## src/rtl/htm_pkg.sv

```systemverilog
package htm_pkg;

   localparam int LEVEL_W = 16;
   localparam int T_W     = 25;
   localparam int Y24_W   = 25;

   localparam logic [LEVEL_W-1:0] ONE_Q14    = 16'd16384;
   localparam logic [LEVEL_W-1:0] RESET_HEAD = 16'd32768;
   localparam logic [LEVEL_W-1:0] RESET_MAXL = 16'd32768;

   localparam logic CSR_HEADROOM = 1'b0;
   localparam logic CSR_MAX_LUM  = 1'b1;

   // floor(x/3) for x < 2^22, and floor(x/625) for x < 2^34
   localparam logic [22:0] RECIP3   = 23'd5592406;
   localparam logic [34:0] RECIP625 = 35'd28147497672;
   // 5000 * 2^16, the rounding half of 10000 * 2^16
   localparam logic [63:0] Y_HALF   = 64'd327680000;

   localparam int DIV_STAGES = 8;

   typedef struct packed {
      logic                valid;
      logic                bypass;
      logic [LEVEL_W-1:0]  level;
   } tag_type;

   typedef struct packed {
      tag_type             tag;
      logic [2:0]          seg;
      logic [T_W-1:0]      t;
   } param_type;

   typedef struct packed {
      tag_type             tag;
      logic [Y24_W-1:0]    y24;
   } curve_type;

   typedef struct packed {
      tag_type             tag;
      logic                neg;
      logic                big;
      logic [31:0]         dividend;
      logic [15:0]         divisor;
   } blend_type;

   typedef struct packed {
      tag_type             tag;
      logic                neg;
      logic                big;
      logic [15:0]         quot;
   } quot_type;

   function automatic logic [13:0] seg_y0(input logic [2:0] seg);
      logic [13:0] r;
      unique case (seg)
         3'd0: r = 14'd0;
         3'd1: r = 14'd7500;
         3'd2: r = 14'd9500;
         3'd3: r = 14'd9700;
         3'd4: r = 14'd9800;
         3'd5: r = 14'd9875;
         3'd6: r = 14'd9950;
         default: r = 14'd0;
      endcase
      return r;
   endfunction

   function automatic logic [12:0] seg_lin(input logic [2:0] seg);
      logic [12:0] r;
      unique case (seg)
         3'd0: r = 13'd7500;
         3'd1: r = 13'd2500;
         3'd2: r = 13'd250;
         3'd3: r = 13'd50;
         3'd4: r = 13'd0;
         3'd5: r = 13'd50;
         3'd6: r = 13'd60;
         default: r = 13'd0;
      endcase
      return r;
   endfunction

   function automatic logic signed [10:0] seg_quad(input logic [2:0] seg);
      logic signed [10:0] r;
      unique case (seg)
         3'd0: r = 11'sd0;
         3'd1: r = -11'sd500;
         3'd2: r = -11'sd50;
         3'd3: r = 11'sd50;
         3'd4: r = 11'sd75;
         3'd5: r = 11'sd25;
         3'd6: r = -11'sd10;
         default: r = 11'sd0;
      endcase
      return r;
   endfunction

endpackage

```

## src/rtl/htm_param.sv

```systemverilog
module htm_param (
   input  logic                clock,
   input  logic                reset,
   input  logic                adv,
   input  htm_pkg::tag_type    in_tag,
   output htm_pkg::param_type  out_p
);
   import htm_pkg::*;

   typedef struct packed {
      tag_type         tag;
      logic [2:0]      seg;
      logic [T_W-1:0]  v;
      logic            div3;
   } s1_type;

   s1_type     s1_ff, s1_in;
   param_type  s2_ff, s2_in;
   logic [15:0] lvl;
   logic [25:0] hi_v;
   logic [44:0] prod;

   assign lvl  = in_tag.level;
   assign hi_v = 26'(lvl) * 26'd640 - 26'd19922944;

   always_comb begin
      s1_in.tag = in_tag;
      priority if (lvl <= 16'd12288) begin
         s1_in.seg  = 3'd0;
         s1_in.v    = T_W'({lvl, 8'b0}) + T_W'(1);
         s1_in.div3 = 1'b1;
      end else if (lvl <= 16'd16384) begin
         s1_in.seg  = 3'd1;
         s1_in.v    = T_W'({16'(lvl - 16'd12288), 8'b0});
         s1_in.div3 = 1'b0;
      end else if (lvl <= 16'd20480) begin
         s1_in.seg  = 3'd2;
         s1_in.v    = T_W'({16'(lvl - 16'd16384), 8'b0});
         s1_in.div3 = 1'b0;
      end else if (lvl <= 16'd24576) begin
         s1_in.seg  = 3'd3;
         s1_in.v    = T_W'({16'(lvl - 16'd20480), 8'b0});
         s1_in.div3 = 1'b0;
      end else if (lvl <= 16'd28672) begin
         s1_in.seg  = 3'd4;
         s1_in.v    = T_W'({16'(lvl - 16'd24576), 8'b0});
         s1_in.div3 = 1'b0;
      end else if (lvl <= 16'd31129) begin
         s1_in.seg  = 3'd5;
         s1_in.v    = T_W'(12'(lvl - 16'd28672)) * T_W'(1280) + T_W'(1);
         s1_in.div3 = 1'b1;
      end else begin
         s1_in.seg  = 3'd6;
         s1_in.v    = hi_v[T_W-1:0];
         s1_in.div3 = 1'b0;
      end
   end

   // rounded third: floor(v / 3), with the + 1 already added into v
   assign prod = 45'(s1_ff.v[21:0]) * 45'(RECIP3);

   always_comb begin
      s2_in.tag = s1_ff.tag;
      s2_in.seg = s1_ff.seg;
      s2_in.t   = s1_ff.div3 ? T_W'(prod >> 24) : s1_ff.v;
   end

   always_ff @(posedge clock) begin
      if (reset) begin
         s1_ff.tag.valid <= 1'b0;
         s2_ff.tag.valid <= 1'b0;
      end else if (adv) begin
         s1_ff <= s1_in;
         s2_ff <= s2_in;
      end
   end

   assign out_p = s2_ff;

endmodule

```

## config.mk

```make
export PLATFORM = sky130hd
export DESIGN_NAME = htm_param
export DESIGN_NICKNAME = d
export VERILOG_FILES = /design/src/rtl/htm_pkg.sv /design/src/rtl/htm_param.sv
export SDC_FILE = /design/constraint.sdc
export NUM_CORES = 1
export LEC_CHECK = 0
export ABC_CLOCK_PERIOD_IN_PS = 8400
export BUFFER_PORTS_ARGS = -buffer_cell sky130_fd_sc_hd__buf_2
export CORE_UTILIZATION = 36
export CTS_CLUSTER_DIAMETER = 60
export DETAILED_ROUTE_END_ITERATION = 7
export GPL_TIMING_DRIVEN = 0
export PLACE_DENSITY_LB_ADDON = 0.15
export RECOVER_POWER = 25
export SYNTH_ARGS = -nofsm -noshare
export SYNTH_HDL_FRONTEND = slang
export SYNTH_SLANG_ARGS = --single-unit
export TNS_END_PERCENT = 50
```

## constraint.sdc

```tcl
create_clock -name clock -period 8.4 [get_ports clock]
set_input_delay 0 -clock clock [delete_from_list [all_inputs] [get_ports clock]]
set_output_delay 0 -clock clock [all_outputs]
set_load 0.005 [all_outputs]
```

==> metrics.txt <==
worst slew pin tran 961 ps; CP cell instances ha_1 -> inv_1 -> fa_1 -> fa_1 -> inv_1 -> fa_1 -> inv_1 -> fa_1 -> inv_1 -> fa_1 -> inv_1 -> fa_1 -> inv_1 -> ha_1 -> a211oi_1 -> o21ai_0 -> a21oi_1 -> a21oi_2 -> o211ai_2 -> o21ai_0 -> xor2_1 -> mux2_2; crit path DAT 7290 ps; syn nets 1385; top cell type's share of synthesized area 25.6%; Finished Core Util 41.4%; Antenna Cells 0; Yosys top cell by area ha_1; Max Freq 139 MHz; Final min period 7180 ps; Worst-Skew Late Latency 360 ps; post-route clock period utilization between 80% and 90%; Wirelength per Cell about 18 um; startpoint types flip-flop; GP Congestion 0.896; drc violations 0; Iter 0 DRT Violations 389; CP max stage delay 620 ps; max_cap viols 0; synth-to-layout area growth 12.4%; classification of the worst setup path reg -> reg; largest net degree at the start of global routing 35; initial core utilization 36.8%; vias in the first global route 7826; leading cell types by count after synthesis 225 x ha_1, 199 x inv_1, 104 x fa_1, 84 x edfxtp_1, 49 x nand2_1; PortBufs 66; status completed; Crit. End Element flip-flop; post-synth cell types 74; Post-DRT Antenna Nets 0; Critical-path top delay cell edfxtp_1; RSZ-0062 raised after global routing no; clock sink count 86; CTS tree done; Mapped Cells ~1000; grt total ovfl 0; post-cts gate resize count 0; first-pass GRT wire length 43300 um; die extent in x 177 um; Syn Area/Cell 10.6 um^2; routed wire length 27400 um; family with the most delay on the worst path adder cells; Die Footprint approximately 31000 um^2; core area roughly 30000 um^2; clock buffer depth 2; EDFF count, synth between 80 and 90; Clock Tree Root clkbuf_16; final setup TNS 0 ps; Ys Warns 0; CP Max Fanout 7; Clock Skews 13.3 ps; Top FF cell, synth edfxtp_1; Final nets 1482; H-tree depth 3; DRT Pass-1 Iters 5; endpoints failing setup 0; register bit count reported by yosys 86; mapped cell area roughly 11000 um^2; Worst Path Required around 8500 ps; via count 7666; clock slew at reported path FFs about 70 ps; hpwl dp about 22000 um; gr usage total 18.6%; register area share after synthesis between 20% and 30%; WP buf/inv 6; Slew HR 35.9%; layout cells sized above 1 9.67%; CTS buffer count 9; Post-synth ARST share 0%; Fin. Hold Viols 0; Final Max Tran Viols 0; vias per cell 5.02; Area contributors post-synth ha_1 26%, edfxtp_1 23%, fa_1 19%, inv_1 6.8%, a21oi_1 2.1%; row cnt 63; antenna violations before repair 0; # IOs 67; Die Ht 177 um; most frequent cell after synthesis ha_1; type of the most critical hold path in -> reg
[per-layer routing]
| layer | GRT usage (%) | vias to the layer above | wire length [um] |
|---|---|---|---|
| li1 | - | 3782 | - |
| met1 | 25.6 | 3725 | 13100 |
| met2 | 29.6 | 131 | 12600 |
| met3 | 3.35 | 28 | 1140 |
| met4 | 5.64 | 0 | 575 |
| met5 | 0 | - | 0 |
[through the flow]
stage	worst slack (ps)	hold slack, ps	area (um^2)	cells
3_5_place_dp	1150	185	11900	1494
3_3_place_gp	1220	183	11800	1491
6_report	1220	152	12400	1527
4_1_cts	1130	1.59	12400	1527
2_1_floorplan	2170	72.4	11000	1035
5_1_grt	840	162	12400	1527
[worst paths after layout]
path	startpoint	endpoint	slack [ps]	depth (start not counted)
worst max-delay path	s1_ff[18]	out_p[11]	1220	22
worst min-delay path	in_tag[10]	s1_ff[39]	150	1
worst max register to register	s1_ff[18]	out_p[11]	1220	22
worst min register to register	s1_ff[30]	out_p[29]	420	0
[state kept, by name, summed over array words and instances, names as in the netlist]
name,count
out_p,46
s1_ff,40
[what timing repair did]
action                    in CTS  in global routing
hold endpoints to repair      15                  0
setup buffers                  0                  0
hold buffers                  17                  0
[cell usage in the layout (no fill, tap or decap), types with 4 or more instances in the layout]
master         count
o21ai_0           41
o21bai_1           4
nand2b_1          10
xnor2_1           24
a21o_1             9
a31oi_1            5
and3_1             5
buf_2             49
o21a_1            11
dlygate4sd3_1     17
inv_1            199
xor2_1            20
ha_1             225
clkbuf_16          9
edfxtp_1          84
nand3_1           10
and2_1             4
a211oi_1           9
or3_1              4
clkbuf_1          25
mux2i_1           16
nand2_1           49
fa_1             104
mux2_2            13
nand4_1            8
nor4_1             5
nor2_1            31
nor2b_1            6
o31ai_1            5
nor3_1            12
a31o_2             4
a21oi_1           46
[cell families after synthesis]
kind of cell | count (synthesis) | share of synthesized area (%)
adders and majority gates | 329 | 44.5
buffers and inverters | 211 | 7.33
AOI/OAI and AO/OA | 175 | 11.0
and+or+nand+nor | 160 | 7.40
DFF | 86 | 23.3
xor gates and xnor gates | 45 | 3.71
muxes | 29 | 2.79
[cell type report]
type	instances	area [um^2]
timing repair buffer	86	551
multi-input combinational	738	7640
sequential	86	2560
clock inverter	6	93.8
clock buffer	10	229
buffer	11	56.3
fill	2916	17500
tap	390	488
inverter	200	751
Power is left out: the tool's default activity adds up to more than one toggle a clock period on the data nets, which glitch-free logic cannot reach.
