==> src/rtl/htm_pkg.sv <==
package htm_pkg;

   localparam int LEVEL_W = 16;
   localparam int T_W     = 25;
   localparam int Y24_W   = 25;

   localparam logic [LEVEL_W-1:0] ONE_Q14    = 16'd16384;
   localparam logic [LEVEL_W-1:0] RESET_HEAD = 16'd32768;
   localparam logic [LEVEL_W-1:0] RESET_MAXL = 16'd32768;

   localparam logic CSR_HEADROOM = 1'b0;
   localparam logic CSR_MAX_LUM  = 1'b1;

   // floor(x/3) for x < 2^22, and floor(x/625) for x < 2^34
   localparam logic [22:0] RECIP3   = 23'd5592406;
   localparam logic [34:0] RECIP625 = 35'd28147497672;
   // 5000 * 2^16, the rounding half of 10000 * 2^16
   localparam logic [63:0] Y_HALF   = 64'd327680000;

   localparam int DIV_STAGES = 8;

   typedef struct packed {
      logic                valid;
      logic                bypass;
      logic [LEVEL_W-1:0]  level;
   } tag_type;

   typedef struct packed {
      tag_type             tag;
      logic [2:0]          seg;
      logic [T_W-1:0]      t;
   } param_type;

   typedef struct packed {
      tag_type             tag;
      logic [Y24_W-1:0]    y24;
   } curve_type;

   typedef struct packed {
      tag_type             tag;
      logic                neg;
      logic                big;
      logic [31:0]         dividend;
      logic [15:0]         divisor;
   } blend_type;

   typedef struct packed {
      tag_type             tag;
      logic                neg;
      logic                big;
      logic [15:0]         quot;
   } quot_type;

   function automatic logic [13:0] seg_y0(input logic [2:0] seg);
      logic [13:0] r;
      unique case (seg)
         3'd0: r = 14'd0;
         3'd1: r = 14'd7500;
         3'd2: r = 14'd9500;
         3'd3: r = 14'd9700;
         3'd4: r = 14'd9800;
         3'd5: r = 14'd9875;
         3'd6: r = 14'd9950;
         default: r = 14'd0;
      endcase
      return r;
   endfunction

   function automatic logic [12:0] seg_lin(input logic [2:0] seg);
      logic [12:0] r;
      unique case (seg)
         3'd0: r = 13'd7500;
         3'd1: r = 13'd2500;
         3'd2: r = 13'd250;
         3'd3: r = 13'd50;
         3'd4: r = 13'd0;
         3'd5: r = 13'd50;
         3'd6: r = 13'd60;
         default: r = 13'd0;
      endcase
      return r;
   endfunction

   function automatic logic signed [10:0] seg_quad(input logic [2:0] seg);
      logic signed [10:0] r;
      unique case (seg)
         3'd0: r = 11'sd0;
         3'd1: r = -11'sd500;
         3'd2: r = -11'sd50;
         3'd3: r = 11'sd50;
         3'd4: r = 11'sd75;
         3'd5: r = 11'sd25;
         3'd6: r = -11'sd10;
         default: r = 11'sd0;
      endcase
      return r;
   endfunction

endpackage

==> src/rtl/htm_blend.sv <==
module htm_blend (
   input  logic                clock,
   input  logic                reset,
   input  logic                adv,
   input  logic [15:0]         headroom,
   input  logic [15:0]         max_lum,
   input  htm_pkg::curve_type  in_c,
   output htm_pkg::blend_type  out_b
);
   import htm_pkg::*;

   typedef struct packed {
      tag_type               tag;
      logic [Y24_W-1:0]      y24;
      logic [41:0]           wy;
      logic signed [33:0]    hl;
   } s8_type;

   typedef struct packed {
      tag_type               tag;
      logic signed [37:0]    quo_a;
      logic [15:0]           divisor;
   } s9_type;

   s8_type    s8_ff, s8_in;
   s9_type    s9_ff, s9_in;
   blend_type s10_ff, s10_in;

   logic [16:0]        mh;
   logic signed [16:0] hs;
   logic [15:0]        dm;
   logic signed [47:0] num;
   logic [25:0]        yr;

   assign mh = 17'(max_lum) - 17'(headroom);
   assign hs = $signed(17'(headroom) - 17'(ONE_Q14));
   assign dm = max_lum - ONE_Q14;

   always_comb begin
      s8_in.tag = in_c.tag;
      s8_in.y24 = in_c.y24;
      s8_in.wy  = 42'(mh) * 42'(in_c.y24);
      s8_in.hl  = $signed({{17{hs[16]}}, hs}) * $signed({18'b0, in_c.tag.level});
   end

   assign num = $signed({6'b0, s8_ff.wy})
              + $signed({{4{s8_ff.hl[33]}}, s8_ff.hl, 10'b0})
              + $signed({23'b0, dm, 9'b0});
   assign yr  = 26'(s8_ff.y24) + 26'd512;

   always_comb begin
      s9_in.tag = s8_ff.tag;
      if (max_lum > ONE_Q14) begin
         s9_in.quo_a   = num[47:10];
         s9_in.divisor = dm;
      end else begin
         s9_in.quo_a   = $signed(38'(yr[25:10]));
         s9_in.divisor = 16'd1;
      end
   end

   always_comb begin
      s10_in.tag      = s9_ff.tag;
      s10_in.neg      = s9_ff.quo_a[37];
      s10_in.big      = !s9_ff.quo_a[37]
                     && (s9_ff.quo_a[36:0] >= 37'({s9_ff.divisor, 16'b0}));
      s10_in.dividend = s9_ff.quo_a[31:0];
      s10_in.divisor  = s9_ff.divisor;
   end

   always_ff @(posedge clock) begin
      if (reset) begin
         s8_ff.tag.valid  <= 1'b0;
         s9_ff.tag.valid  <= 1'b0;
         s10_ff.tag.valid <= 1'b0;
      end else if (adv) begin
         s8_ff  <= s8_in;
         s9_ff  <= s9_in;
         s10_ff <= s10_in;
      end
   end

   assign out_b = s10_ff;

endmodule

==> config.mk <==
export PLATFORM = sky130hd
export DESIGN_NAME = htm_blend
export DESIGN_NICKNAME = d
export VERILOG_FILES = /design/src/rtl/htm_pkg.sv /design/src/rtl/htm_blend.sv
export SDC_FILE = /design/constraint.sdc
export NUM_CORES = 2
export LEC_CHECK = 0
export BUFFER_PORTS_ARGS = -buffer_cell sky130_fd_sc_hd__buf_4
export CORE_MARGIN = 5
export CORE_UTILIZATION = 62
export CTS_BUF_LIST = sky130_fd_sc_hd__clkbuf_4 sky130_fd_sc_hd__clkbuf_8 sky130_fd_sc_hd__clkbuf_16
export DETAILED_ROUTE_END_ITERATION = 16
export PLACE_DENSITY_LB_ADDON = 0.08
export SLEW_MARGIN = 20
export SYNTH_ARGS = -nofsm -noshare
export SYNTH_HDL_FRONTEND = slang
export SYNTH_SLANG_ARGS = --single-unit
==> constraint.sdc <==
create_clock -name clock -period 17.8 [get_ports clock]
set_input_delay 1.78 -clock clock [delete_from_list [all_inputs] [get_ports clock]]
set_output_delay 1.78 -clock clock [all_outputs]
set_load 0.02 [all_outputs]
==> out/results.ini <==
[outcome]
outcome = finished clean

[sta]
setup_tns_ps = 0
fin_skew_ps = 25.7
fin_crit_sh = 0.588
fmax_mhz = 95.5
min_period_ps = 10470
tightest_slew_ps = 1030
rsz0062_at_grt = false
hold_viol = 0
maxSlewViolCount = 0
setup-violations-final = 0
relSlewSlack = 0.312

[clocking]
root_buffer = clkbuf_16
worstSkewPairLatency_ps = 560
path_clk_slew_ps = 60
cts_buffer_depth = 3
clkSinkCount = 239
post_cts_resized = 0
numCtsBuffers = 26
ctsHtreeMaxLevel = 1
cts_tree = yes
post_cts_buffers = 0
hold_buffers = 0

[floorplan]
fp.dieW_um = 254
core_mm2 = 0.0590
dieArea_mm2 = 0.0646
ios = 146
start_util = 0.626
rows = 89
die_h_um = 254

[setup_path]
crit_fanout = 18
path_class = input pin to flip-flop
critPathLaunchType = input pin
critPathSlowestCell = xnor2_2
max_stage_delay_ps = 710
path_common_cell = fa_1
worst_ep_required_time_ps = 18110
crit_arrival_ps = 10770
critPathCaptureType = flip-flop

[yosys]
yosysWarnings = 0
synth_top_flop_cell = edfxtp_1
synthArstFlopShare = 0
avgSynthCellArea_um2 = 9.66
ys_seq_area_frac = 0.193
syn_inst = 3826
synth_cell_types = 82
ys_ff_latch = 239
synth_nets = 4830
syn_area_mm2 = 0.0370
synth_edf_count = 236

[grt]
busiest_layer = met2
grt.met1_usage = 0.411
grtUsageMet3 = 0.0528
grt_max_degree = 85
grt_pass1_wl_um = 146000
grt_pass1_vias = 27400
grtUsageMet2 = 0.462
grt_usage = 0.285
grt_overflow_total = 0
antenna_found_initial = 3

[hold_path]
worstHoldPathType = flip-flop to flip-flop

[job]
cap_violations = 0

[placed_design]
gp_congestion = 0.976
port_buffers = 145
dp_hpwl_um = 70800
place_area_mm2 = 0.0386

[layout]
area_delta_synth_final_pct = 6.81
num-fill-cells = 4805
final_util = 0.669
drive_gt1_frac = 0.0751
fin_nets = 4858
final_cell_area_mm2 = 0.0395

[detailed_routing]
drtAntennaViolNets = 0
drt-total-wl_um = 89100
wl_per_cell_um = 19.2
via_per_inst = 5.72
vias = 26600
firstDrtPassIters = 6
drc = 0
drtIter0Drc = 2093

## placed cells by master, fill, tap and decap left out, types with 21 or more instances in the layout
master and n:
nor2b_1 43, clkbuf_16 26, nand2_1 469, mux2_2 23, xnor2_1 73, o21ai_0 86, and3_1 53, nand3_1 90
and2_1 158, fa_1 638, a21o_1 36, nor3_1 21, a21oi_1 88, a211oi_1 21, nand2b_1 105, a31oi_1 26
o211ai_1 36, ha_1 288, inv_1 843, edfxtp_1 236, xor2_1 30, nor2_1 78, buf_4 176
## layer usage
metal | wire length [um] | vias to the layer above
li1 | - | 12100
met3 | 7730 | 150
met1 | 37500 | 13400
met5 | 7 | -
met4 | 2130 | 2
met2 | 41700 | 1024
## layout make-up
cell class / instances / area (um2) / area share
Clock buffer: 27 / 658 / 0.0167
Sequential cell: 239 / 7150 / 0.181
Clock inverter: 21 / 198 / 0.00501
Timing Repair Buffer: 176 / 1320 / 0.0335
Tap cell: 773 / 967 / 0.0245
Inverter: 843 / 3160 / 0.0801
Antenna cell: 1 / 2.50 / 0.0000634
Multi-Input combinational cell: 2568 / 26000 / 0.659
## final timing paths
check | start | to | slack [ps] | cells after the start
max | headroom[0] | s8_ff[74] | 7330 | 30
min | s8_ff[107] | s10_in[56] | 420 | 0
max reg2reg | s8_ff[0] | s10_in[44] | 13890 | 11
min reg2reg | s8_ff[107] | s10_in[56] | 420 | 0
## synth_stat cells, types with 21 or more instances
library cell,n,area share
nor3_1,21,0.0028
o21ai_0,86,0.012
o211ai_1,36,0.0073
a31oi_1,26,0.0044
a211oi_1,21,0.0043
edfxtp_1,236,0.19
nand3_1,90,0.012
nand2b_1,105,0.018
ha_1,288,0.097
and3_1,53,0.0090
a21o_1,36,0.0073
fa_1,638,0.35
xnor2_1,79,0.019
nand2_1,469,0.048
nor2b_1,44,0.0074
clkbuf_1,156,0.016
nor2_1,81,0.0082
mux2_2,23,0.0070
and2_1,158,0.027
inv_1,843,0.086
a21oi_1,88,0.012
xor2_1,30,0.0071
## per-stage QoR
stage          setup slack [ps]  hold slack (ps)  instances
4_1_cts                    7570              419       4647
6_report                   7330              418       4648
5_1_grt                    6950              419       4647
2_1_floorplan              4710              400       3826
3_5_place_dp               7000              405       4599
3_3_place_gp               7190              401       4599
## critical path: cells and delay by family
kind                     cells  cell delay (ps)
XOR/XNOR                     2              840
adder cells (fa/ha/maj)      9             4010
AND/OR/NAND/NOR              6             1470
AO/OA/AOI/OAI                8             1940
buffers and inverters        5              680
## sequential cells by signal (all words and copies together) (netlist names)
signal and cells:
s8_ff 101, out_b 68, s10_in 66, s9_ff 4
## cells by family (layout without fill, tap and decap cells)
group	Yosys count	count (layout)	share of synthesized area
AOI/OAI and AO/OA	425	425	0.0817
xor gates and xnor gates	109	109	0.0258
adders and majority gates	926	926	0.443
buffers and inverters	1019	1067	0.105
DFF	239	239	0.193
muxes	30	30	0.00890
other	0	1	0
and+or+nand+nor	1078	1078	0.143
Power is not shown: default switching activity piles up to over one toggle a cycle in this logic, so the estimate is an artifact.
