==> src/rtl/htm_pkg.sv <==
package htm_pkg;

   localparam int LEVEL_W = 16;
   localparam int T_W     = 25;
   localparam int Y24_W   = 25;

   localparam logic [LEVEL_W-1:0] ONE_Q14    = 16'd16384;
   localparam logic [LEVEL_W-1:0] RESET_HEAD = 16'd32768;
   localparam logic [LEVEL_W-1:0] RESET_MAXL = 16'd32768;

   localparam logic CSR_HEADROOM = 1'b0;
   localparam logic CSR_MAX_LUM  = 1'b1;

   // floor(x/3) for x < 2^22, and floor(x/625) for x < 2^34
   localparam logic [22:0] RECIP3   = 23'd5592406;
   localparam logic [34:0] RECIP625 = 35'd28147497672;
   // 5000 * 2^16, the rounding half of 10000 * 2^16
   localparam logic [63:0] Y_HALF   = 64'd327680000;

   localparam int DIV_STAGES = 8;

   typedef struct packed {
      logic                valid;
      logic                bypass;
      logic [LEVEL_W-1:0]  level;
   } tag_type;

   typedef struct packed {
      tag_type             tag;
      logic [2:0]          seg;
      logic [T_W-1:0]      t;
   } param_type;

   typedef struct packed {
      tag_type             tag;
      logic [Y24_W-1:0]    y24;
   } curve_type;

   typedef struct packed {
      tag_type             tag;
      logic                neg;
      logic                big;
      logic [31:0]         dividend;
      logic [15:0]         divisor;
   } blend_type;

   typedef struct packed {
      tag_type             tag;
      logic                neg;
      logic                big;
      logic [15:0]         quot;
   } quot_type;

   function automatic logic [13:0] seg_y0(input logic [2:0] seg);
      logic [13:0] r;
      unique case (seg)
         3'd0: r = 14'd0;
         3'd1: r = 14'd7500;
         3'd2: r = 14'd9500;
         3'd3: r = 14'd9700;
         3'd4: r = 14'd9800;
         3'd5: r = 14'd9875;
         3'd6: r = 14'd9950;
         default: r = 14'd0;
      endcase
      return r;
   endfunction

   function automatic logic [12:0] seg_lin(input logic [2:0] seg);
      logic [12:0] r;
      unique case (seg)
         3'd0: r = 13'd7500;
         3'd1: r = 13'd2500;
         3'd2: r = 13'd250;
         3'd3: r = 13'd50;
         3'd4: r = 13'd0;
         3'd5: r = 13'd50;
         3'd6: r = 13'd60;
         default: r = 13'd0;
      endcase
      return r;
   endfunction

   function automatic logic signed [10:0] seg_quad(input logic [2:0] seg);
      logic signed [10:0] r;
      unique case (seg)
         3'd0: r = 11'sd0;
         3'd1: r = -11'sd500;
         3'd2: r = -11'sd50;
         3'd3: r = 11'sd50;
         3'd4: r = 11'sd75;
         3'd5: r = 11'sd25;
         3'd6: r = -11'sd10;
         default: r = 11'sd0;
      endcase
      return r;
   endfunction

endpackage

==> src/rtl/htm_div.sv <==
module htm_div (
   input  logic                clock,
   input  logic                reset,
   input  logic                adv,
   input  htm_pkg::blend_type  in_b,
   output htm_pkg::quot_type   out_q
);
   import htm_pkg::*;

   typedef struct packed {
      tag_type       tag;
      logic          neg;
      logic          big;
      logic [15:0]   rem;
      logic [15:0]   low;
      logic [15:0]   quot;
      logic [15:0]   divisor;
   } dstage_type;

   dstage_type st_ff [DIV_STAGES];
   dstage_type st_in [DIV_STAGES];
   dstage_type head;

   // one restoring step: shift in a dividend bit, subtract when it fits
   function automatic dstage_type div_step(input dstage_type s);
      dstage_type r;
      logic [16:0] r2;
      r  = s;
      r2 = {s.rem, s.low[15]};
      if (r2 >= {1'b0, s.divisor}) begin
         r.rem  = 16'(r2 - {1'b0, s.divisor});
         r.quot = {s.quot[14:0], 1'b1};
      end else begin
         r.rem  = r2[15:0];
         r.quot = {s.quot[14:0], 1'b0};
      end
      r.low = {s.low[14:0], 1'b0};
      return r;
   endfunction

   always_comb begin
      head.tag     = in_b.tag;
      head.neg     = in_b.neg;
      head.big     = in_b.big;
      head.rem     = in_b.dividend[31:16];
      head.low     = in_b.dividend[15:0];
      head.quot    = 16'd0;
      head.divisor = in_b.divisor;
   end

   for (genvar g = 0; g < DIV_STAGES; g++) begin : g_stage
      if (g == 0) begin : g_first
         assign st_in[g] = div_step(div_step(head));
      end else begin : g_rest
         assign st_in[g] = div_step(div_step(st_ff[g-1]));
      end

      always_ff @(posedge clock) begin
         if (reset) begin
            st_ff[g].tag.valid <= 1'b0;
         end else if (adv) begin
            st_ff[g] <= st_in[g];
         end
      end
   end

   always_comb begin
      out_q.tag  = st_ff[DIV_STAGES-1].tag;
      out_q.neg  = st_ff[DIV_STAGES-1].neg;
      out_q.big  = st_ff[DIV_STAGES-1].big;
      out_q.quot = st_ff[DIV_STAGES-1].quot;
   end

endmodule

==> config.mk <==
export PLATFORM = sky130hd
export DESIGN_NAME = htm_div
export DESIGN_NICKNAME = d
export VERILOG_FILES = /design/src/rtl/htm_pkg.sv /design/src/rtl/htm_div.sv
export SDC_FILE = /design/constraint.sdc
export NUM_CORES = 1
export LEC_CHECK = 0
export ABC_AREA = 0
export BUFFER_PORTS_ARGS = -buffer_cell sky130_fd_sc_hd__buf_2
export CORE_MARGIN = 2
export CORE_UTILIZATION = 40
export DETAILED_ROUTE_END_ITERATION = 7
export PLACE_DENSITY_LB_ADDON = 0.08
export SYNTH_ARGS = -nofsm -noshare
export SYNTH_HDL_FRONTEND = slang
export SYNTH_SLANG_ARGS = --single-unit
==> constraint.sdc <==
create_clock -name clock -period 35.3 [get_ports clock]
set_clock_uncertainty 0.05 [all_clocks]
set_input_delay 0 -clock clock [delete_from_list [all_inputs] [get_ports clock]]
set_output_delay 0 -clock clock [all_outputs]
set_load 0.005 [all_outputs]
==> impl_metrics.env, run 1 <==
export IMPL_status="finished, final reports clean"
export IMPL_finalWirelength_um=69900
export IMPL_path_cells="inv_1, ha_1, nor2b_1, o31ai_1, a21oi_1, o211ai_1, a21oi_1, o32a_1, mux2i_1, ha_1, nor2b_1, o21ai_0, a21oi_1, o2111ai_1, a31oi_1, a211o_1, a31oi_2, mux2_2"
export IMPL_wl_per_cell_um=18.5
export IMPL_yosysUniqueCellTypes=83
export IMPL_n_antenna_cell=0
export IMPL_syn_area_per_cell_um2=11.8
export IMPL_grt_max_degree=200
export IMPL_globalplace_congestion=0.890
export IMPL_vdd_drop_max_mv=0.0467
export IMPL_slowest_delay_ps=890
export IMPL_top_register="st_ff"
export IMPL_grt_pass1_wl_um=110000
export IMPL_synth_edf_count=512
export IMPL_maxUsedRoutingLayer="met5"
export IMPL_ios=107
export IMPL_final_net_count=3100
export IMPL_path_clk_slew_ps=60
export IMPL_die_area_mm2=0.0774
export IMPL_clock_sinks=512
export IMPL_antenna_found_initial=2
export IMPL_p_total_mw=3.53
export IMPL_grtUsageTotal_pct=17.9
export IMPL_clock_path_buffers=3
export IMPL_met2_wirelength_um=31600
export IMPL_syn2layout_area_growth_pct=14.8
export IMPL_seq_area_frac_synth_pct=51.1
export IMPL_leakage_nw=13.6
export IMPL_rsz0062_at_grt="false"
export IMPL_dr_total_vias=20031
export IMPL_fin_util_pct=46.4
export IMPL_critPathKind="register to register"
export IMPL_slew_headroom_pct=23.1
export IMPL_grt_pass1_vias=19953
export IMPL_final_hold_violation_count=0
export IMPL_syn_nets=2895
export IMPL_fin_cells=3772
export IMPL_netlist_area_mm2=0.0301
export IMPL_die_y_um=278
export IMPL_drt_drc_violations_left=0
export IMPL_synth_seq_cells=512
export IMPL_wl_met1_um=33500
export IMPL_grt_overflow=0
export IMPL_drive_above_1_share_pct=13.9
export IMPL_setup_tns_ps=0
export IMPL_timing_fmax_mhz=159
export IMPL_drt_iter0_drc=1372
export IMPL_min_path_type="primary input to register"
export IMPL_drt_first_pass_iters=5
export IMPL_clkLatencyLatePin_ps=640
export IMPL_crit_path_frequent_cell="a21oi_1"
export IMPL_period_minus_slack_ps=6310
export IMPL_h_tree_depth=2
export IMPL_dp_hpwl_um=52800
export IMPL_clock_root_buffer="clkbuf_16"
export IMPL_worst_setup_path_start_kind="register"
export IMPL_cts_tree="done"
export IMPL_powerDensity_mw_per_mm2=102
export IMPL_slew_viol_final=0
export IMPL_die_w_um=278
export IMPL_row_count=100
export IMPL_start_util_pct=40.4
export IMPL_wl_met3_um=3040
export IMPL_placed_cells=3572
export IMPL_fin_crit_sh_pct=17.9
export IMPL_async_reset_ff_share_pct=0
export IMPL_vias_per_cell=5.31
export IMPL_ant_nets=0
export IMPL_yosys_warnings=0
export IMPL_port_buffers=106
export IMPL_setup_viol=0
export IMPL_tightest_slew_ps=1150
export IMPL_cts_made_buffers=58
export IMPL_cp_required_ps=35590
export IMPL_reg_top3="st_ff (512)"
export IMPL_cap_violations=0
export IMPL_largest_reg_flops=512
export IMPL_coreArea_mm2=0.0744
export IMPL_synth_cells=2553
export IMPL_cp_max_fo=17
export IMPL_cp_slowest_cell="a31oi_2"
export IMPL_endpoint_kind="register"
export IMPL_synth_main_ff_cell="edfxtp_1"
export IMPL_arrival_ps=6600
==> worst paths after layout <==
kind / from / to / slack (ps) / cells after the start
max: st_ff[0][247] / st_ff[1][51] / 28990 / 18
min: in_b[25] / st_ff[0][41] / 50 / 2
max reg2reg: st_ff[0][247] / st_ff[1][51] / 28990 / 18
min reg2reg: st_ff[0][207] / st_ff[0][291] / 330 / 0
==> report_power, final <==
part           leakage [nW]  total, mW  switching [mW]  internal (mW)
logic                  7.83       1.99            1.06          0.932
registers              4.81      0.900          0.0513          0.849
clock network         0.973      0.637           0.247          0.390
total                  13.6       3.53            1.36           2.17
==> through the flow <==
| step | hold WS, ps | area [um^2] | setup slack (ps) |
|---|---|---|---|
| after global placement | 127 | 31600 | 29190 |
| after detailed placement | 128 | 31600 | 29000 |
| final | 46.2 | 34600 | 28990 |
| after global routing | 20.9 | 34600 | 28480 |
| after floorplan | 48.9 | 30100 | 20220 |
| after CTS | 5.79 | 34600 | 28960 |
==> cell type report <==
class | count | area (um^2)
Fill cell | 6780 | 39900
Sequential cell | 512 | 15400
Multi-Input combinational cell | 1745 | 13500
Timing Repair Buffer | 215 | 1610
Clock buffer | 68 | 1490
Tap cell | 969 | 1210
Inverter | 226 | 848
Clock inverter | 37 | 556
==> critical path: cells and delay by family, from the launching register on <==
kind | cells | cell delay [ps]
AO/OA/AOI/OAI | 11 | 3680
adder cells (fa/ha/maj) | 2 | 580
buffers and inverters | 1 | 200
flip-flops | 1 | 380
multiplexers | 2 | 830
AND/OR/NAND/NOR | 2 | 280
==> cells in the final DEF (no fill, tap or decap), types with 15 or more instances in the layout <==
cell,Yosys,layout
edfxtp_1,512,512
ha_1,256,256
inv_1,224,224
nor2_1,153,153
a21oi_1,150,150
mux2_2,147,147
nand2_1,141,141
o21ai_0,128,128
buf_2,9,106
xnor2_1,104,104
dlygate4sd3_1,0,95
xor2_1,58,58
clkbuf_16,0,58
a21o_1,55,55
nor3_1,44,44
o21a_1,42,42
nand4_1,39,39
o21bai_1,33,33
nor2b_1,25,24
a211oi_1,22,22
a31oi_1,22,22
nand3_1,21,21
and3_1,19,19
and2_1,18,18
nand2b_1,17,17
o31ai_1,17,17
o211ai_1,15,15
or3_1,15,15
fa_1,15,15
==> synthesized netlist by cell type (11+ instances only) <==
| cell | n | area share (%) |
|---|---|---|
| or3_1 | 15 | 0.31 |
| mux2_2 | 147 | 5.5 |
| inv_1 | 224 | 2.8 |
| nor2_1 | 153 | 1.9 |
| mux2i_1 | 11 | 0.37 |
| a211oi_1 | 22 | 0.55 |
| and3_1 | 19 | 0.40 |
| o211ai_1 | 15 | 0.37 |
| nor3_1 | 44 | 0.73 |
| o21a_1 | 42 | 1.0 |
| o31a_1 | 11 | 0.32 |
| nand3_1 | 21 | 0.35 |
| a31oi_1 | 22 | 0.46 |
| nor2b_1 | 25 | 0.52 |
| a21o_1 | 55 | 1.4 |
| edfxtp_1 | 512 | 51 |
| buf_4 | 37 | 0.92 |
| xnor2_1 | 104 | 3.0 |
| o21bai_1 | 33 | 0.82 |
| a21boi_0 | 13 | 0.32 |
| nand4_1 | 39 | 0.81 |
| ha_1 | 256 | 11 |
| and2_1 | 18 | 0.37 |
| nand2_1 | 141 | 1.8 |
| clkbuf_1 | 21 | 0.26 |
| o31ai_1 | 17 | 0.42 |
| a21oi_1 | 150 | 2.5 |
| nand2b_1 | 17 | 0.35 |
| xor2_1 | 58 | 1.7 |
| fa_1 | 15 | 1.0 |
| a211o_1 | 14 | 0.41 |
| o21ai_0 | 128 | 2.1 |
==> layer usage <==
layer  vias up  global-route usage, %
met5         -                      0
met4         4                   5.24
li1       9928                      -
met1      9635                   25.1
met3        88                   2.77
met2       376                   28.7
==> logic make-up after synthesis <==
| logic type | Yosys count | synth area share [%] |
|---|---|---|
| AOI/OAI and AO/OA | 603 | 13.2 |
| muxes | 167 | 6.32 |
| buffers and inverters | 296 | 4.22 |
| adders and majority gates | 271 | 11.6 |
| and+or+nand+nor | 542 | 8.77 |
| DFF | 512 | 51.1 |
| xor gates and xnor gates | 162 | 4.72 |
==> timing repair <==
item / in CTS / in global routing
setup endpoints to repair: 0 / 0
setup buffers: 0 / 0
gates resized for setup: 0 / 0
endpoints found under the hold margin: 75 / 0
hold buffers: 95 / 0
No activity file was read; power rests on OpenSTA's default activity.
==> run 2: changes to the inputs <==
Clock period 35.3 ns to 6.1 ns, I/O delays scaled along.
==> impl_metrics.env, run 2 (synthesis results as in run 1) <==
export IMPL_die_w_um=278
export IMPL_hold_path_cell_count=2
export IMPL_tightest_slew_ps=1040
export IMPL_slowest_delay_ps=680
export IMPL_clock_root_buffer="clkbuf_16"
export IMPL_grt_pass1_wl_um=112000
export IMPL_place_area_mm2=0.0317
export IMPL_endpoint="st_ff[0][135]"
export IMPL_fin_util_pct=46.7
export IMPL_multi_input_area_mm2=0.0135
export IMPL_final_hold_violation_count=0
export IMPL_row_count=100
export IMPL_clock_path_buffers=3
export IMPL_critical_path_startpoint="st_ff[0][1]"
export IMPL_layout_commonest_cell="edfxtp_1"
export IMPL_slew_viol_final=0
export IMPL_path_cells="inv_1, ha_1, nor2b_1, o31a_1, o21ai_1, a2111oi_1, or4_1, mux2_2, ha_1, nand3_1, o21ba_2, o311a_1, o21ai_0, a21oi_1, o31a_1, a211oi_4, inv_2, mux2_4"
export IMPL_ant_nets=0
export IMPL_globalplace_congestion=0.918
export IMPL_clock_sinks=512
export IMPL_fin_area_mm2=0.0348
export IMPL_setup_tns_ps=0
export IMPL_drt_drc_violations_left=0
export IMPL_worst_setup_path_start_kind="register"
export IMPL_leakage_nw=13.8
export IMPL_grt_overflow=0
export IMPL_reg2reg_slack_ps=240
export IMPL_cp_slowest_cell="or4_1"
export IMPL_vias_per_cell=5.32
export IMPL_reg_top3="st_ff (512)"
export IMPL_reg2reg_depth=18
export IMPL_drive_above_1_share_pct=14.9
export IMPL_arrival_ps=6200
export IMPL_clkLatencyLatePin_ps=650
export IMPL_start_util_pct=40.4
export IMPL_grt_max_degree=166
export IMPL_h_tree_depth=2
export IMPL_dp_hpwl_um=53800
export IMPL_die_area_mm2=0.0774
export IMPL_slew_headroom_pct=30.7
export IMPL_antenna_found_initial=3
export IMPL_timing_fmax_mhz=171
export IMPL_critPathKind="register to register"
export IMPL_layout_common_cells="edfxtp_1, ha_1, inv_1"
export IMPL_largest_reg_flops=512
export IMPL_finalWirelength_um=70600
export IMPL_holdWs_ps=40.4
export IMPL_syn2layout_area_growth_pct=15.6
export IMPL_drt_iter0_drc=1505
export IMPL_cts_tree="done"
export IMPL_p_total_mw=20.6
export IMPL_setup_viol=0
export IMPL_powerDensity_mw_per_mm2=593
export IMPL_fin_crit_sh_pct=96.1
export IMPL_min_path_type="primary input to register"
export IMPL_drt_first_pass_iters=8
export IMPL_final_net_count=3121
export IMPL_grtUsageTotal_pct=18.3
export IMPL_grt_pass1_vias=20110
export IMPL_wl_per_cell_um=18.6
export IMPL_setup_slack_ps=235
export IMPL_nFillCells=6746
export IMPL_die_y_um=278
export IMPL_status="finished, final reports clean"
export IMPL_cp_required_ps=6430
export IMPL_path_clk_slew_ps=60
export IMPL_cp_max_fo=15
export IMPL_top_register="st_ff"
export IMPL_dr_total_vias=20205
export IMPL_ios=107
export IMPL_cts_made_buffers=59
export IMPL_fin_cells=3798
export IMPL_r2r_start="st_ff[0][1]"
export IMPL_rsz0062_at_grt="false"
export IMPL_reg2reg_to="st_ff[0][135]"
export IMPL_pre_cts_slack_ps=220
export IMPL_cap_violations=0
export IMPL_period_minus_slack_ps=5860
export IMPL_placed_cells=3591
export IMPL_final_seq_area_mm2=0.0154
export IMPL_vdd_drop_max_mv=0.330
export IMPL_endpoint_kind="register"
export IMPL_port_buffers=106
export IMPL_coreArea_mm2=0.0744
-- run 2: critical path: cells and delay by family (launching register included) --
| family | cells | cell delay [ps] |
|---|---|---|
| buffers and inverters | 2 | 460 |
| adder cells (fa/ha/maj) | 2 | 610 |
| flip-flops | 1 | 430 |
| AND/OR/NAND/NOR | 3 | 1030 |
| AO/OA/AOI/OAI | 9 | 2270 |
| multiplexers | 2 | 750 |
-- run 2: final cells by class --
| cell class | count | area share (%) |
|---|---|---|
| sequential | 512 | 44.2 |
| multi-input combinational | 1745 | 38.7 |
| timing repair buffer | 235 | 5.15 |
| clock buffer | 66 | 4.32 |
| tap | 969 | 3.49 |
| inverter | 226 | 2.44 |
| clock inverter | 44 | 1.66 |
| antenna | 1 | 0.00720 |
-- run 2: worst min-delay path by stage --
stage	endpoint	slack [ps]	startpoint
2_1_floorplan	st_ff[0][0]	50	in_b[0]
3_3_place_gp	st_ff[0][42]	130	in_b[26]
3_5_place_dp	st_ff[0][77]	130	in_b[63]
4_1_cts	st_ff[0][34]	5	in_b[18]
5_1_grt	st_ff[0][34]	30	in_b[18]
6_report	st_ff[0][34]	40	in_b[18]
-- run 2: routing by layer --
layer  wire (um)  track usage, %  vias up
met2       31200            28.6      459
met1       34000            26.1     9639
met5          27               0        -
li1            -               -     9994
met4        1950            5.49        4
met3        3430            2.89      109
-- run 2: power by group --
part | switching [mW] | internal, mW
Clock | 1.47 | 2.25
Combinational | 6.16 | 5.53
Sequential | 0.307 | 4.91
Total | 7.94 | 12.7
-- run 2: timing repair --
item	in CTS	in global routing
setup buffers	0	0
hold buffers	96	0
gates resized for setup	0	1
endpoints found under the hold margin	105	0
setup endpoints to repair	0	15
